<file path="config.mk">
export PLATFORM = sky130hd
export DESIGN_NAME = enms_window
export DESIGN_NICKNAME = d
export VERILOG_FILES = /design/src/sv/enms_pkg.sv /design/src/sv/enms_window.sv
export SDC_FILE = /design/constraint.sdc
export NUM_CORES = 1
export LEC_CHECK = 0
export BUFFER_PORTS_ARGS = -buffer_cell sky130_fd_sc_hd__buf_2
export CORE_AREA = 2 2 132 134
export DETAILED_ROUTE_END_ITERATION = 16
export DIE_AREA = 0 0 134 136
export PLACE_DENSITY = 0.66
export SLEW_MARGIN = 20
export SYNTH_ARGS = -nofsm -noshare
export SYNTH_HDL_FRONTEND = slang
export SYNTH_SLANG_ARGS = --single-unit
</file>
<file path="constraint.sdc">
create_clock -name clk -period 2.5 [get_ports clk]
set_clock_uncertainty 0.05 [all_clocks]
set_input_delay 0.125 -clock clk [delete_from_list [all_inputs] [get_ports clk]]
set_output_delay 0.125 -clock clk [all_outputs]
set_load 0.005 [all_outputs]
</file>
<file path="src/sv/enms_pkg.sv">
// enms_pkg: shared types, constants and the angle-to-direction function
// for the edge non-maximum suppression block. No dependencies.
package enms_pkg;

  // field widths
  localparam int MAG_W     = 8;
  localparam int ANG_W     = 12;
  localparam int POS_W     = 11;
  localparam int CFG_W     = 12;
  localparam int SIZE_W    = CFG_W + 1;
  localparam int CFG_IDX_W = 1;

  // configuration register indexes
  localparam logic [CFG_IDX_W-1:0] REG_FRAME_WIDTH  = 1'd0;
  localparam logic [CFG_IDX_W-1:0] REG_FRAME_HEIGHT = 1'd1;

  // frame geometry
  localparam logic [CFG_W-1:0] FRAME_RESET = 12'd1080;
  localparam logic [CFG_W-1:0] MAX_ROWS    = 12'd2048;
  localparam int               WIN_LEAD    = 4;
  localparam int               BORDER      = 2;

  // angle bands in tenths of a degree
  localparam logic [ANG_W-1:0] ANG_HALF  = 12'd1800;
  localparam logic [ANG_W-1:0] ANG_FULL  = 12'd3600;
  localparam logic [ANG_W-1:0] BAND_H_LO = 12'd225;
  localparam logic [ANG_W-1:0] BAND_D    = 12'd675;
  localparam logic [ANG_W-1:0] BAND_V    = 12'd1125;
  localparam logic [ANG_W-1:0] BAND_H_HI = 12'd1575;

  typedef logic [MAG_W-1:0] mag_t;

  typedef enum logic [1:0] {
    DIR_HORZ,
    DIR_DIAG,
    DIR_VERT,
    DIR_ANTI
  } dir_t;

  // position and flags that ride along with a pixel through the pipeline
  typedef struct packed {
    logic [POS_W-1:0] pixel_row;
    logic [POS_W-1:0] pixel_col;
    logic             frame_last;
    logic             emit;
  } res_tag_t;

  // line buffer access for one pixel
  typedef struct packed {
    logic       wr_en;
    logic       rd_en;
    logic [1:0] lane;
  } lb_req_t;

  // reduce modulo 180 degrees and sort into one of four directions
  function automatic dir_t angle_dir(input logic [ANG_W-1:0] tenths);
    logic [ANG_W-1:0] a;
    dir_t d;
    if (tenths >= ANG_FULL) begin
      a = tenths - ANG_FULL;
    end else if (tenths >= ANG_HALF) begin
      a = tenths - ANG_HALF;
    end else begin
      a = tenths;
    end
    if (a < BAND_H_LO || a >= BAND_H_HI) begin
      d = DIR_HORZ;
    end else if (a < BAND_D) begin
      d = DIR_DIAG;
    end else if (a < BAND_V) begin
      d = DIR_VERT;
    end else begin
      d = DIR_ANTI;
    end
    return d;
  endfunction

endpackage

</file>
<file path="src/sv/enms_window.sv">
// enms_window: 5x5 magnitude window, direction delay line and the
// non-maximum compare for the window center. Uses enms_pkg.
module enms_window (
  input  logic                              clk,
  input  logic                              rst,
  input  logic                              shift,
  input  logic [4:0][enms_pkg::MAG_W-1:0]   col_in,
  input  enms_pkg::dir_t                    dir_in,
  output logic                              is_edge
);

  // win[row][col], row 0 oldest, col 4 newest
  logic [4:0][4:0][enms_pkg::MAG_W-1:0] win;
  enms_pkg::dir_t dir_d1;
  enms_pkg::dir_t dir_d2;
  enms_pkg::dir_t dir_ctr;

  // column shift and direction alignment with the center column
  always_ff @(posedge clk) begin
    if (rst) begin
      win     <= '0;
      dir_d1  <= enms_pkg::DIR_HORZ;
      dir_d2  <= enms_pkg::DIR_HORZ;
      dir_ctr <= enms_pkg::DIR_HORZ;
    end else if (shift) begin
      for (int k = 0; k < 5; k++) begin
        win[k] <= {col_in[k], win[k][4:1]};
      end
      dir_ctr <= dir_d2;
      dir_d2  <= dir_d1;
      dir_d1  <= dir_in;
    end
  end

  // pick near and far neighbors on both sides of the center
  enms_pkg::mag_t ctr, n1, f1, n2, f2;

  always_comb begin
    ctr = win[2][2];
    case (dir_ctr)
      enms_pkg::DIR_HORZ: begin
        n1 = win[2][1]; f1 = win[2][0]; n2 = win[2][3]; f2 = win[2][4];
      end
      enms_pkg::DIR_DIAG: begin
        n1 = win[1][1]; f1 = win[0][0]; n2 = win[3][3]; f2 = win[4][4];
      end
      enms_pkg::DIR_VERT: begin
        n1 = win[1][2]; f1 = win[0][2]; n2 = win[3][2]; f2 = win[4][2];
      end
      default: begin
        n1 = win[1][3]; f1 = win[0][4]; n2 = win[3][1]; f2 = win[4][0];
      end
    endcase
    is_edge = (ctr >= n1) && (ctr > f1) && (ctr > n2) && (ctr > f2);
  end

endmodule

</file>
### Word-level counts from Yosys, hierarchy flattened

Cells that the tools add are included.

| cells by class | value |
|---|---|
| magnitude comparators | 4 |
| eq/ne operators | 2 |
| reduce and logical (&&, ||, !) cells | 4 |
| muxes and demuxes | 4 |

Operators by type and width:

| operator | count |
|---|---|
| 8-bit case mux with 3 select lines | 4 |
| 8-bit greater-than comparator | 3 |
| 8-bit >= comparator | 1 |
| 1-bit logical AND | 3 |
| 2-bit by 1-bit == test with 1-bit output, second input constant | 1 |
| 2-bit == test, second input constant | 1 |
| 2-bit zero test | 1 |

| storage, ports and cells | value |
|---|---|
| logic and storage cells | 40 |
| output and inout bits | 1 |
| bits in registers | 190 |
| bits of input ports | 45 |

### Longest topological paths before layout

Gate-level depths: netlist of run 1.

| logic depth | value |
|---|---|
| word-level depth | 6 |
| mapped depth | 11 |
| depth with buffers taken out | 8 |

### Least setup slack after synthesis of run 1

OpenSTA, ideal clock, no wires.

| timing | value |
|---|---|
| kind | register to output |
| start | register dir_ctr[1] |
| end | output is_edge |
| path buffers | 2 |
| required time | 2.325 ns |
| arrival | 2.073 ns |
| setup slack | 0.252 ns |
| cell stages (with the launch flop) | 10 |
| path through | dfxtp_1 buf_6 buf_6 mux4_2 ha_1 nand2b_1 a21oi_1 o21ai_1 a221oi_1 nor4_2 |

| on the way | value |
|---|---|
| longest elaborated chain between the ends | 6 |
| elaborated cells between the ends (all ways) | 14 |
| classes of those cells | order compare: 4; eq/ne: 2; mux: 4; reduce/logical: 4 |

Ends and longest elaborated chain:

| item | RTL line | text |
|---|---|---|
| start, declared | enms_window.sv:16 | `enms_pkg::dir_t dir_ctr;` |
| start signal, assigned | enms_window.sv:24 | `dir_ctr <= enms_pkg::DIR_HORZ;` |
| start signal, assigned | enms_window.sv:29 | `dir_ctr <= dir_d2;` |
| 2-bit == test (tied with other cells) | enms_window.sv:40 | `case (dir_ctr)` |
| 8-bit case mux with 3 select lines | enms_window.sv:40 |  |
| 8-bit >= comparator or 8-bit greater-than comparator (tied branches) | enms_window.sv:54 | `is_edge = (ctr >= n1) && (ctr > f1) && (ctr > n2) && (ctr > f2);` |
| 1-bit logical AND (2 in series) | enms_window.sv:54 |  |
| 1-bit logical AND (*) | enms_window.sv:54 |  |
| end, declared | enms_window.sv:9 | `output logic is_edge` |

Every way passes the cells marked *; elsewhere a longest branch is shown, timed or not.

### Final worst setup path of run 1

Same ends and word-level chain as after synthesis.

==> results.toml, run 1 <==
[global_routing]
grt_pass1_wl_um = 28100
grt_max_degree = 94
grt_overflow = 0
grt_use_total = 0.195
grt_antenna_before_repair = 0
grt_pass1_vias = 5701

[placed_design]
place.port_buffers = 45
gp_congestion = 0.828
place_area_um2 = 8670
place.detailed.hpwl_um = 11200
numPlacedInstances = 992

[die]
start_util = 0.488
core-area_um2 = 16900
io_pins = 46
die_x_um = 134
fp.dieH_um = 136
fp.dieArea_um2 = 18200
row_count = 48

[timing]
slew_violations = 0
rsz0062_at_grt = "yes"
layout_setup_ws_ns = -0.388
relSlewSlack = 0.529
fmax_ghz = 0.346
holdWs_ns = 0.0937
finalCritPeriodShare = 1.16
fin_setup_tns_ns = -0.388
tightest_slew_ns = 0.707
fin_crit_ns = 2.89
setup_viol = 1
hold_viol_final = 0

[worst_setup_path]
critPathMaxStageDelay_ns = 0.50
cpMaxStageDelayCell = "mux4_2"
crit_chain = "buf_6 -> mux4_2 -> ha_1 -> nand2b_1 -> a21oi_1 -> o21ai_2 -> a221oi_4 -> nor4_4 -> buf_2"
reg2reg_depth = 4
timing.rr.start = "dir_ctr[1]"
crit_path_max_fanout = 6
endpoint_kind = "output port"
crit_start = "dir_ctr[1]"
startpoint_type = "flop"
required_ns = 2.33
critical_path_class = "flop to output port"
cp.arrival_ns = 2.71

[power_and_ir_drop]
vdd_drop_max_mv = 0.483
leakage_nw = 4.31
p_per_area_nw_per_um2 = 644

[cts]
clockRootBuffer = "clkbuf_16"
htreeDepth = 4
tritoncts = "done"
cts_buffer_depth = 2
numCtsBuffers = 17
cts.sinks = 190
cts.clk_slew.worst_paths_ns = 0.07
insertion_delay_ns = 0.43

[synth]
ys_seq_area_frac = 0.462
muxShareOfSynthArea = 0.318
yosys.area_share.adder = 0.0486
ys_warn_count = 0
ys_seq_elements = 190
netlist_area_um2 = 8230
synthXorXnorAreaFrac = 0
syn_area_per_cell_um2 = 10.9
synth_compound_area_frac = 0.0208
synthSimpleGateAreaFrac = 0.0983
syn_inst = 754
synthesis.nets = 831
synth_cell_type_count = 28
synth_top_family_by_area = "multiplexers"

[route]
wl_per_cell_um = 15.7
first_iter_violations = 299
dr.pass1.iters = 4
vias = 5553
antenna_left = 0
drcViolationCount = 0
finalWirelength_um = 16800
via_per_inst = 5.19

[flow_run]
drv_cap = 0

[run_status]
status = "complete, but fails checks"
violations = "setup timing"

[layout]
fin_cells = 1070
final_layout_size_suffix_gt1_frac = 0.194
fin_area_um2 = 9920
antenna-diode-count = 0
final_nets = 909
syn_to_final_growth_pct = 20.5
fillers = 1381
postLayoutCoreUtil = 0.588

[min_path]
holdPathStages = 2
hold_path_class = "input pin to flop"
min_from = "rst"
==> stage by stage <==
| stage | worst slack, ns | total power, mW |
|---|---|---|
| 2_1_floorplan | 0.252 | 3.58 |
| 3_3_place_gp | 0.00142 | 3.68 |
| 3_5_place_dp | -0.0389 | 3.71 |
| 4_1_cts | -0.460 | 6.44 |
| 5_1_grt | -0.531 | 6.63 |
| 6_report | -0.388 | 6.39 |
==> final cells by class <==
cell class | count | area [um2] | share of cell area
Clock inverter | 13 | 140 | 0.0141
Inverter | 30 | 113 | 0.0114
Sequential cell | 190 | 3810 | 0.384
Tap cell | 225 | 282 | 0.0284
Multi-Input combinational cell | 484 | 4190 | 0.423
Timing Repair Buffer | 109 | 941 | 0.0949
Clock buffer | 19 | 443 | 0.0447
==> worst max-delay path, delay by kind of cell (launching register included) <==
kind,cells,cell delay [ns]
compound gates,3,0.59
mux,1,0.50
flops,1,0.40
buf+inv,2,0.29
fa+ha+maj,1,0.27
simple gates,2,0.22
==> final timing paths <==
check	end	slack, ns
worst max-delay path	is_edge	-0.39
worst min-delay path	win[199]	0.09
worst max register to register	dir_ctr[1]	1.49
worst min register to register	win[84]	0.44
==> layout by cell type (no fill, tap or decap), types with 2 or more instances in the layout <==
cell type and count:
nor2_1 193, mux2i_1 190, dfxtp_1 188, buf_2 43, dlygate4sd3_1 42, mux4_2 32
ha_1 23, inv_1 20, clkbuf_16 17, inv_2 10, ha_4 9, buf_4 9
buf_12 7, buf_6 6, a21oi_1 5, a21o_1 4, a211oi_2 4, nand4_1 4
clkinvlp_4 4, a211oi_1 3, o211ai_1 3, clkinv_2 3, nor2b_2 2, nand3_2 2
nor2b_1 2, bufinv_16 2, clkinv_4 2, inv_6 2, buf_8 2
==> metal layers <==
metal,wire length [um],track usage,up-vias
met5,0,0,-
met1,7620,0.235,2676
met3,543,0.0410,29
met2,8270,0.339,91
met4,405,0.0833,0
li1,-,-,2757
==> power breakdown <==
part	switching, mW	internal [mW]
Clock	1.15	1.50
Combinational	0.264	0.289
Sequential	0.0705	3.11
Total	1.49	4.90
==> cells by family after synthesis <==
logic type	Yosys count
AO/OA/AOI/OAI	24
adder cells (fa/ha/maj)	32
buffers and inverters	80
flip-flops	190
multiplexers	222
AND/OR/NAND/NOR	206
==> what timing repair did <==
| action | 4_1_cts | 5_1_grt |
|---|---|---|
| gates resized for setup | 30 | 14 |
| buffers inserted | 4 | 0 |
| setup endpoints to repair | 1 | 1 |
| pin swaps | 10 | 7 |
| hold buffers | 42 | 0 |
| gates cloned | 2 | 0 |
| hold endpoints to repair | 42 | 0 |
==> synthesized netlist by cell type, drive strengths merged <==
cell,count,share of area
nor2b,4,0.0033
o31ai,1,0.00091
o32ai,1,0.0011
ha,32,0.049
buf,35,0.031
o211ai,3,0.0027
nor4,1,0.0015
nor2,193,0.088
nand2,1,0.00046
nand2b,1,0.00076
mux4,32,0.088
o2111a,1,0.0014
a21o,4,0.0036
o21ai,1,0.00061
nand3,2,0.0012
inv,30,0.014
a21oi,5,0.0030
nand4,4,0.0030
a211oi,7,0.0064
dfxtp,190,0.46
mux2i,190,0.23
clkbuf,15,0.0068
a221oi,1,0.0011
==> sequential cells by signal (all words and copies together), names as in the netlist <==
| signal | count |
|---|---|
| dir_ctr | 2 |
| dir_d1 | 2 |
| ctr | 8 |
| win | 176 |
| dir_d2 | 2 |
Note: power is estimated with default switching activity, not from simulation.
==> run 2, diff against run 1 <==
--- a/config.mk
+++ b/config.mk
@@ -9,7 +9,7 @@
 export CORE_AREA = 2 2 132 134
 export DETAILED_ROUTE_END_ITERATION = 16
 export DIE_AREA = 0 0 134 136
-export PLACE_DENSITY = 0.66
+export PLACE_DENSITY = 0.73
 export SLEW_MARGIN = 20
 export SYNTH_ARGS = -nofsm -noshare
 export SYNTH_HDL_FRONTEND = slang
==> results.toml, run 2 (synthesized netlist as in run 1, its figures left out) <==
[run_status]
status = "complete, but fails checks"
violations = "setup timing"

[layout]
final_layout_size_suffix_gt1_frac = 0.171
top_register = "win"
fin_area_um2 = 9830
final_common_cell = "nor2_1"
postLayoutCoreUtil = 0.583
fillers = 1408
antenna-diode-count = 0
final_nets = 908
largest_register_ffs = 176
final_cell_mix = "193 x nor2_1, 190 x mux2i_1, 188 x dfxtp_1"
syn_to_final_growth_pct = 19.4

[global_routing]
grt_pass1_wl_um = 26400
grt_max_degree = 86
grt_overflow = 0
grt_pass1_vias = 5361
grt_use_total = 0.182
grt_antenna_before_repair = 0

[placed_design]
gp_congestion = 0.816
place_area_um2 = 8670
place.port_buffers = 45
pre_cts_ws_ns = -0.00830
place.detailed.hpwl_um = 10100

[worst_setup_path]
reg2reg_depth = 5
crit_start = "dir_ctr[1]"
cp-endpoint = "is_edge"
timing.rr.start = "dir_ctr[1]"
startpoint_type = "flop"
critical_path_class = "flop to output port"
required_ns = 2.33
crit_path_max_fanout = 8
r2r-end = "dir_ctr[1]"
reg2reg_setup_slack_ns = 1.36
cp.arrival_ns = 2.74
endpoint_kind = "output port"

[cts]
tritoncts = "done"
cts_buffer_depth = 2
cts.sinks = 190
htreeDepth = 4
cts.clk_slew.worst_paths_ns = 0.07
numCtsBuffers = 17
clockRootBuffer = "clkbuf_16"
insertion_delay_ns = 0.44

[route]
wl_per_cell_um = 14.6
dr.pass1.iters = 4
antenna_left = 0
first_iter_violations = 375
finalWirelength_um = 15600
via_per_inst = 5.05
drcViolationCount = 0
vias = 5400

[power_and_ir_drop]
power.switching_mw = 1.56
p_comb_frac = 0.080
leakage_nw = 4.32
power.total_mw = 6.48
vdd_drop_max_mv = 0.511
pwr-share-seq = 0.489
power.share.switching = 0.240
power.internal_mw = 4.92
clock_power_share = 0.430
p_per_area_nw_per_um2 = 659

[die]
row_count = 48
fp.dieH_um = 136
fp.dieArea_um2 = 18200
start_util = 0.488
die_x_um = 134
core-area_um2 = 16900
io_pins = 46

[timing]
hold_viol_final = 0
rsz0062_at_grt = "yes"
tightest_slew_ns = 0.618
setup_viol = 1
slew_violations = 0
fin_crit_ns = 2.91
fmax_ghz = 0.343
layout_setup_ws_ns = -0.412
relSlewSlack = 0.588
finalCritPeriodShare = 1.16

[min_path]
hold_path_class = "input pin to flop"

[flow_run]
drv_cap = 0
==> run 2: cell count changes in the layout (fill, tap and decap cells not counted), sizes merged <==
| cell | before | now |
|---|---|---|
| buf | 67 | 66 |
| clkbuf | 19 | 18 |
| clkinv | 5 | 4 |
| clkinvlp | 4 | 2 |
| inv | 32 | 36 |
==> run 2: repair_timing <==
item | 4_1_cts | 5_1_grt
setup buffers | 3 | 0
setup endpoints to repair | 1 | 1
gates cloned | 1 | 0
hold buffers | 42 | 0
hold endpoints to repair | 42 | 0
pin swaps | 3 | 0
resized for setup | 10 | 3
==> run 2: metrics by stage <==
step / setup TNS (ns) / hold slack [ns] / instances
final: -0.412 / 0.0942 / 1069
after global routing: -0.544 / 0.0914 / 1069
after CTS: -0.412 / 0.0809 / 1069
after detailed placement: -0.00830 / 0.316 / 991
after global placement: -0.00303 / 0.306 / 991
after floorplan: 0 / 0.222 / 754
==> run 2: power by group through the flow <==
stage                     logic, mW  registers [mW]  clock network (mW)
after floorplan               0.365            3.21                   0
after global placement        0.450            3.24                   0
after detailed placement      0.457            3.24                   0
after CTS                     0.518            3.17                2.86
after global routing          0.574            3.18                2.98
final                         0.520            3.17                2.79
==> run 2: layer usage <==
metal | vias up | global-route usage | part of all wire
met5 | - | 0 | 0
met4 | 0 | 0.0638 | 0.015
li1 | 2763 | - | -
met1 | 2549 | 0.237 | 0.49
met2 | 67 | 0.296 | 0.47
met3 | 21 | 0.0429 | 0.027
==> run 2: worst min path at each step <==
stage,depth (start not counted),startpoint,endpoint,slack (ns)
final,3,shift,win[142],0.09
after global routing,3,shift,win[191],0.09
after CTS,3,shift,win[142],0.08
after detailed placement,3,col_in[38],win[198],0.32
after global placement,3,col_in[20],win[116],0.31
after floorplan,2,dir_in[0],dir_d1[0],0.22
==> run 2: critical path, cell delays in order (launching register included) <==
cell and delay [ns]:
dfxtp_4 0.40, buf_12 0.15, mux4_2 0.51, inv_2 0.09, ha_4 0.13, nor2b_2 0.12, o211ai_1 0.11, a211oi_2 0.19
a211oi_1 0.08, nor4_2 0.36, buf_2 0.19
==> run 2: area by class of cell <==
type	instances	area (um2)	share of cell area
timing repair buffer	108	952	0.0969
clock inverter	14	179	0.0182
clock buffer	18	439	0.0447
multi-input combinational	484	4060	0.413
tap	225	282	0.0286
inverter	30	113	0.0115
sequential	190	3810	0.387
==> run 3, diff against run 2 <==
--- a/config.mk
+++ b/config.mk
@@ -5,11 +5,12 @@
 export SDC_FILE = /design/constraint.sdc
 export NUM_CORES = 1
 export LEC_CHECK = 0
+export ABC_CLOCK_PERIOD_IN_PS = 2500
 export BUFFER_PORTS_ARGS = -buffer_cell sky130_fd_sc_hd__buf_2
-export CORE_AREA = 2 2 132 134
+export CORE_AREA = 2 2 128 130
 export DETAILED_ROUTE_END_ITERATION = 16
-export DIE_AREA = 0 0 134 136
-export PLACE_DENSITY = 0.73
+export DIE_AREA = 0 0 130 132
+export PLACE_DENSITY_LB_ADDON = 0.1
 export SLEW_MARGIN = 20
 export SYNTH_ARGS = -nofsm -noshare
 export SYNTH_HDL_FRONTEND = slang
==> results.toml, run 3 (synthesized netlist as in run 1, its figures left out) <==
[layout]
top_register = "win"
antenna-diode-count = 0
ff_latch_area_um2 = 3810
final_common_cell = "nor2_1"
multi_input_comb_area_um2 = 4060
final_cell_mix = "193 x nor2_1, 190 x mux2i_1, 188 x dfxtp_1"
largest_register_ffs = 176
syn_to_final_growth_pct = 19.2
final_layout_size_suffix_gt1_frac = 0.179
fin_cells = 1067
fin_area_um2 = 9820
fillers = 1320
final_nets = 915

[worst_setup_path]
crit_path_max_fanout = 7
critical_path_class = "flop to output port"
critPathTopFamily = "buffers and inverters"
endpoint_kind = "output port"
path_buf_inv = 5
crit_chain = "buf_12 -> buf_8 -> buf_6 -> mux4_2 -> inv_2 -> ha_4 -> o2111a_1 -> a221oi_2 -> nor4_2 -> buf_2"
startpoint_type = "flop"
critPathMaxStageDelay_ns = 0.50
cp.arrival_ns = 2.75
cpMaxStageDelayCell = "mux4_2"
required_ns = 2.33

[route]
dr.pass1.iters = 4
first_iter_violations = 252
vias = 5530
via_per_inst = 5.18
antenna_left = 0
wl_per_cell_um = 15.5
drcViolationCount = 0
finalWirelength_um = 16600

[die]
io_pins = 46
die_x_um = 130
fp.dieH_um = 132
fp.dieArea_um2 = 17200
core-area_um2 = 15700
row_count = 46
start_util = 0.524

[run_status]
violations = "setup timing"
status = "complete, but fails checks"

[cts]
tritoncts = "done"
insertion_delay_ns = 0.43
cts.clk_slew.worst_paths_ns = 0.07
cts.sinks = 190
clockRootBuffer = "clkbuf_16"
cts_buffer_depth = 2
numCtsBuffers = 17
htreeDepth = 4

[global_routing]
grt_max_degree = 86
grt_pass1_vias = 5567
grt_pass1_wl_um = 27400
grt_antenna_before_repair = 0
grt_use_total = 0.204
grt_overflow = 0

[timing]
tightest_slew_ns = 0.663
fin_crit_ns = 2.92
finalCritPeriodShare = 1.17
setup_viol = 1
relSlewSlack = 0.558
holdWs_ns = 0.113
hold_viol_final = 0
layout_setup_ws_ns = -0.424
fmax_ghz = 0.342
rsz0062_at_grt = "yes"
slew_violations = 0

[placed_design]
pre_cts_ws_ns = -0.0490
numPlacedInstances = 987
gp_congestion = 0.846
place.detailed.hpwl_um = 11400
place.port_buffers = 45
place_area_um2 = 8720

[flow_run]
drv_cap = 0

[min_path]
hold_path_class = "input pin to flop"

[power_and_ir_drop]
vdd_drop_max_mv = 0.551
p_per_area_nw_per_um2 = 632
leakage_nw = 4.32
run 3: worst paths after layout:
path                                  from       to  slack [ns]  cells after the start
worst max-delay path            dir_ctr[1]  is_edge       -0.42                     10
worst min-delay path                   rst  win[79]        0.11                      2
worst max register to register      ctr[4]  win[92]        1.53                      2
worst min register to register     win[48]  win[48]        0.45                      2
run 3: metrics by stage:
stage                     TNS, ns  utilization  power, mW
final                      -0.424        0.625       6.20
after floorplan                 0            -       3.58
after CTS                  -0.415        0.618       6.28
after global placement    -0.0182        0.555       3.70
after global routing       -0.520        0.625       6.47
after detailed placement  -0.0490        0.555       3.71
run 3: where the power goes:
| part | internal [mW] | total, mW | switching, mW |
|---|---|---|---|
| Combinational | 0.281 | 0.528 | 0.247 |
| Sequential | 3.11 | 3.18 | 0.0702 |
| Clock | 1.32 | 2.50 | 1.18 |
run 3: timing repair:
action,in CTS,in global routing
pin swaps,2,6
setup buffers,0,6
endpoints found under the setup margin,1,1
hold buffers,42,0
hold endpoints to repair,42,0
resized for setup,4,15
run 3: routing by layer:
metal	vias up	global-route usage	part of all wire
li1	2769	-	-
met1	2654	0.260	0.46
met2	86	0.336	0.49
met3	21	0.0528	0.033
met4	0	0.0651	0.018
met5	-	0	0
run 3: layout make-up:
cell class              instances  area share
multi-input cells             484       0.414
well taps                     216      0.0275
inverters                      30      0.0115
flip-flops and latches        190       0.388
repair buffers                115       0.103
clock buffers                  19      0.0451
clock inverters                13      0.0107
